File: src/hdl/vnfc_pkg.sv
// Shared types, constants and helpers for the voxel neighbor face cull block.
// No dependencies; imported by every module of the block.
package vnfc_pkg;

    localparam int DEF_MAX_X = 32;
    localparam int DEF_MAX_Y = 32;
    localparam int DEF_MAX_Z = 32;

    localparam int COORD_W   = 5;
    localparam int SIZE_W    = 6;
    localparam int EXT_W     = 9;   // holds a grid extent up to 511
    localparam int MASK_W    = 6;
    localparam int CNT_W     = 3;
    localparam int CFG_IDX_W = 2;
    localparam int NB_IDX_W  = 3;

    localparam logic [SIZE_W-1:0] SIZE_RESET = 6'd32;
    localparam logic [MASK_W-1:0] FULL_MASK  = 6'h3F;

    // neighbor order, also the bit order of the masks
    localparam logic [NB_IDX_W-1:0] NB_FRONT  = 3'd0;
    localparam logic [NB_IDX_W-1:0] NB_BACK   = 3'd1;
    localparam logic [NB_IDX_W-1:0] NB_BOTTOM = 3'd2;
    localparam logic [NB_IDX_W-1:0] NB_TOP    = 3'd3;
    localparam logic [NB_IDX_W-1:0] NB_LEFT   = 3'd4;
    localparam logic [NB_IDX_W-1:0] NB_RIGHT  = 3'd5;

    localparam logic MODE_WRITE = 1'b0;
    localparam logic MODE_QUERY = 1'b1;

    typedef enum logic [CFG_IDX_W-1:0] {
        CFG_SIZE_X = 2'd0,
        CFG_SIZE_Y = 2'd1,
        CFG_SIZE_Z = 2'd2
    } cfg_idx_t;

    typedef enum logic [2:0] {
        ST_CLEAR,
        ST_IDLE,
        ST_WRITE,
        ST_CENTER,
        ST_NEIGH,
        ST_LAST,
        ST_DONE
    } seq_state_t;

    // active region, already saturated to the grid size
    typedef struct packed {
        logic [EXT_W-1:0] x;
        logic [EXT_W-1:0] y;
        logic [EXT_W-1:0] z;
    } ext_t;

    typedef struct packed {
        logic [MASK_W-1:0] nmask;
        logic [MASK_W-1:0] exposed;
        logic [CNT_W-1:0]  count;
        logic              oor;
    } result_t;

    function automatic logic [CNT_W-1:0] popcount6(input logic [MASK_W-1:0] v);
        logic [CNT_W-1:0] acc;
        acc = '0;
        for (int i = 0; i < MASK_W; i++) begin
            acc = acc + CNT_W'(v[i]);
        end
        return acc;
    endfunction

endpackage

File: src/hdl/vnfc_cfg.sv
// Region size registers and their saturation to the grid dimensions.
// Depends on vnfc_pkg.
module vnfc_cfg #(
    parameter int MAX_X = vnfc_pkg::DEF_MAX_X,
    parameter int MAX_Y = vnfc_pkg::DEF_MAX_Y,
    parameter int MAX_Z = vnfc_pkg::DEF_MAX_Z
) (
    input  logic                           aclk,
    input  logic                           aresetn,
    input  logic                           cfg_valid,
    output logic                           cfg_ready,
    input  logic [vnfc_pkg::CFG_IDX_W-1:0] cfg_addr,
    input  logic [vnfc_pkg::SIZE_W-1:0]    cfg_wdata,
    output vnfc_pkg::ext_t                 ext
);
    import vnfc_pkg::*;

    localparam logic [EXT_W-1:0] LIM_X = EXT_W'(MAX_X);
    localparam logic [EXT_W-1:0] LIM_Y = EXT_W'(MAX_Y);
    localparam logic [EXT_W-1:0] LIM_Z = EXT_W'(MAX_Z);

    logic [SIZE_W-1:0] size_x_reg, size_y_reg, size_z_reg;
    logic [EXT_W-1:0]  sx, sy, sz;

    assign cfg_ready = 1'b1;

    always_ff @(posedge aclk) begin
        if (!aresetn) begin
            size_x_reg <= SIZE_RESET;
            size_y_reg <= SIZE_RESET;
            size_z_reg <= SIZE_RESET;
        end else if (cfg_valid) begin
            unique case (cfg_idx_t'(cfg_addr))
                CFG_SIZE_X: size_x_reg <= cfg_wdata;
                CFG_SIZE_Y: size_y_reg <= cfg_wdata;
                CFG_SIZE_Z: size_z_reg <= cfg_wdata;
                default: ;  // unmapped index, ignored
            endcase
        end
    end

    assign sx = EXT_W'(size_x_reg);
    assign sy = EXT_W'(size_y_reg);
    assign sz = EXT_W'(size_z_reg);

    assign ext.x = (sx > LIM_X) ? LIM_X : sx;
    assign ext.y = (sy > LIM_Y) ? LIM_Y : sy;
    assign ext.z = (sz > LIM_Z) ? LIM_Z : sz;

endmodule

File: config.mk
export PLATFORM = sky130hd
export DESIGN_NAME = vnfc_cfg
export DESIGN_NICKNAME = d
export VERILOG_FILES = /design/src/hdl/vnfc_pkg.sv /design/src/hdl/vnfc_cfg.sv
export SDC_FILE = /design/constraint.sdc
export NUM_CORES = 1
export LEC_CHECK = 0
export BUFFER_PORTS_ARGS = -buffer_cell sky130_fd_sc_hd__buf_4
export CORE_MARGIN = 3
export CORE_UTILIZATION = 48
export DETAILED_ROUTE_END_ITERATION = 8
export PLACE_DENSITY_LB_ADDON = 0.05
export RECOVER_POWER = 50
export SYNTH_ARGS = -nofsm -noshare
export SYNTH_HDL_FRONTEND = slang
export SYNTH_SLANG_ARGS = --single-unit
File: constraint.sdc
create_clock -name aclk -period 1.7 [get_ports aclk]
set_clock_uncertainty 0.1 [all_clocks]
set_input_delay 0.17 -clock aclk [delete_from_list [all_inputs] [get_ports aclk]]
set_output_delay 0.17 -clock aclk [all_outputs]
set_load 0.1 [all_outputs]
Yosys cells after proc, flatten, opt, wreduce, memory -nomap -nowiden
Index checks and enable logic that the tools add are counted.
{ "totals": {"register_bits": 18, "output_inout_bits": 28, "elab_cells": 15} }
{ "op_classes": {"magnitude_cmp": 3, "eq_ne": 2, "n_mux": 3, "n_reduce_logical": 4} }
{ "op_table": {"columns": ["cell", "n"], "rows": [
  ["6-bit greater-than comparator (second input constant)", 3],
  ["6-bit 2-to-1 mux", 3],
  ["2-bit AND reduction", 3],
  ["2-bit by 1-bit == test with 1-bit output (second input constant)", 1],
  ["2-bit == test (second input constant)", 1],
  ["2-bit zero test", 1]
]} }

Logic depth before layout (Yosys ltp)
{ "logic_depth": {"depth_word": 2, "depth_mapped": 3} }

Worst setup path before layout
Ideal clock, no wire load.
{ "synth_path": {"path_type": "register to output", "start": "register size_z_reg[5]", "end": "output ext[0] (netlist bit)", "arrival_time_ps": 1688, "required_time_ps": 1430, "setup_slack_ps": -258, "stages_incl_launch_ff": 2, "cell_sequence": "dfxtp_1 nor2b_1"} }
{ "synth_rtl": {"columns": ["element", "line", "source"], "rows": [
  ["from (decl)", "vnfc_cfg.sv:22", "logic [SIZE_W-1:0] size_x_reg, size_y_reg, size_z_reg;"],
  ["from (signal assigned)", "vnfc_cfg.sv:36", "CFG_SIZE_Z: size_z_reg <= cfg_wdata;"],
  ["to (decl)", "vnfc_cfg.sv:14", "output vnfc_pkg::ext_t ext"]
]} }

==> results_dict.tcl <==
set metrics [dict create \
    antenna_found_initial 0 \
    power.leakage_nw 0.543 \
    status "completed" \
    rsz0062_at_grt "no" \
    timing.final.crit_share_pct 82.8 \
    synth_cell_type_count 10 \
    cp_top_family "flip-flops" \
    vias 643 \
    synthCells 96 \
    antenna_cells 0 \
    crit_type "register to output pin" \
    ys_warn_count 0 \
    cts_hold_repair.buffers 0 \
    slew_viol_final 0 \
    grt_overflow_total 0 \
    ir_worst_vdd_mv 0.472 \
    period_needed_ns 1.41 \
    cp_data_arrival_time_ns 1.14 \
    setup_violations 0 \
    via_per_inst 4.47 \
    whs_ns 0.0538 \
    cts_resized 0 \
    crit_buf_inv 1 \
    syn_to_final_growth_pct 23.2 \
    nets 132 \
    drc 0 \
    core_um2 1590 \
    end_kind "output pin" \
    hold_viol 0 \
    ys_ff_latch 18 \
    hold_path.class "input pin to register" \
    yosys-mux-area-fraction_pct 20.8 \
    cts_buffer_depth 2 \
    grt_use_met1_pct 17.7 \
    die_x_um 48.4 \
    post-cts-setup-buffers 0 \
    worstPathRequired_ns 1.43 \
    initial_core_util_pct 54.2 \
    ios 39 \
    cts_sinks 18 \
    final_util_pct 66.8 \
    synth_xor_xnor_area_share_pct 0 \
    start_kind "register" \
    tritoncts "done" \
    p_total_w 0.000903 \
    yosys.area_share.simple_pct 25.2 \
    detail_route.first_pass.iterations 1 \
    synth_area_per_cell_um2 9.01 \
    grt_pass1_vias 584 \
    synth.yosys.seq_area_share_pct 41.7 \
    track_usage_pct 15.0 \
    fmax_mhz 710 \
    initialDrtViolationCount 0 \
    netlist.area_leader.share_pct 41.7 \
    die_h_um 48.4 \
    clock-root-buffer "clkbuf_4" \
    grtUsageMet2_pct 25.0 \
    drtAntennaViolNets 0 \
    grt-busiest-layer "met2" \
    place.gp.congestion 0.658 \
    yosys.area_share.adder_pct 0 \
    synth_top_area_cell "dfxtp_1" \
    grtUsageMet3_pct 3.37 \
    dp_hpwl_mm 1.20 \
    drive_gt1_share_pct 25.0 \
    synthTopCellsByArea "dfxtp_1, mux2i_1, nor2b_1" \
    cpPeakStageDelay_ns 0.40 \
    numCtsBuffers 3 \
    wl_per_cell_um 11.3 \
    synth_compound_area_share_pct 0 \
    io_buffer_count 28 \
    grt_pass1_wl_mm 2.73 \
    rows 14 \
    worstPathCellList "nor2b_1 > buf_4" \
    wirelength_mm 1.63 \
    htree_levels 1 \
    drv_cap 0 \
    synth_top_family_by_area "simple AND/OR/NAND/NOR gates" \
    cp_slowest_cell "dfxtp_1" \
    power_density_nw_per_um2 848 \
    clk_pin_slew_worst_paths_ns 0.10 \
    syn_area_um2 865 \
    grt_max_degree 25 \
    worst_skew_pair.late_latency_ns 0.29 \
    die_area_um2 2350 \
    path_max_fanout 7 \
]
worst paths after layout:
check	from	end	slack, ns	cells after the start
min	cfg_wdata[5]	size_y_reg[5]	0.05	3
max	size_y_reg[5]	ext[13]	0.29	2
min reg2reg	size_x_reg[4]	size_x_reg[4]	0.36	2
max reg2reg	size_y_reg[5]	size_y_reg[5]	0.85	2
cell usage in the layout (no fill, tap or decap), drive strengths merged:
| cell type | instances |
|---|---|
| mux2i | 18 |
| clkbuf | 6 |
| dfxtp | 18 |
| or3b | 1 |
| conb | 10 |
| buf | 26 |
| nor2b | 19 |
| nand3b | 2 |
| nand2 | 20 |
routing by layer:
layer  wire [um]  part of all wire (%)  up-vias
met5           0                     0        -
met4          34                   2.1        0
met3         111                   6.8        4
met2         762                    47       26
met1         722                    44      282
li1            -                     -      331
cell usage after synthesis:
library cell   n
nor2b_1       19
mux2i_1       18
dfxtp_1       18
conb_1         2
buf_2          1
buf_4         10
nand2_1       20
or3b_1         1
clkbuf_1       5
nand3b_1       2
kinds of logic after synthesis:
logic type | Yosys count
and+or+nand+nor | 42
other | 2
buffers and inverters | 16
muxes | 18
DFF | 18
worst min-delay path: cells and delay by family:
family | cells | cell delay, ns
buf+inv | 1 | 0.08
mux | 1 | 0.11
simple gates | 1 | 0.06
report_power, final:
| group | internal, W | switching, W |
|---|---|---|
| clock | 0.000131 | 0.000130 |
| combinational | 0.0000385 | 0.000158 |
| sequential | 0.000436 | 0.0000101 |
final cells by class:
cell class	count	area [um2]
clock buffers	4	36.3
fillers	147	529
multi-input cells	70	435
repair buffers	28	203
well taps	24	30.0
flip-flops and latches	18	360
metrics by stage:
step	TNS (ns)	cells	setup slack, ns	instance area, um2
finish	0	144	0.292	1060
global route	0	144	0.210	1060
CTS	0	144	0.277	1070
detailed placement	0	140	0.472	1040
global placement	0	140	0.478	1040
floorplan	-3.86	104	-0.258	895
Power figures use the tool's default switching activity.
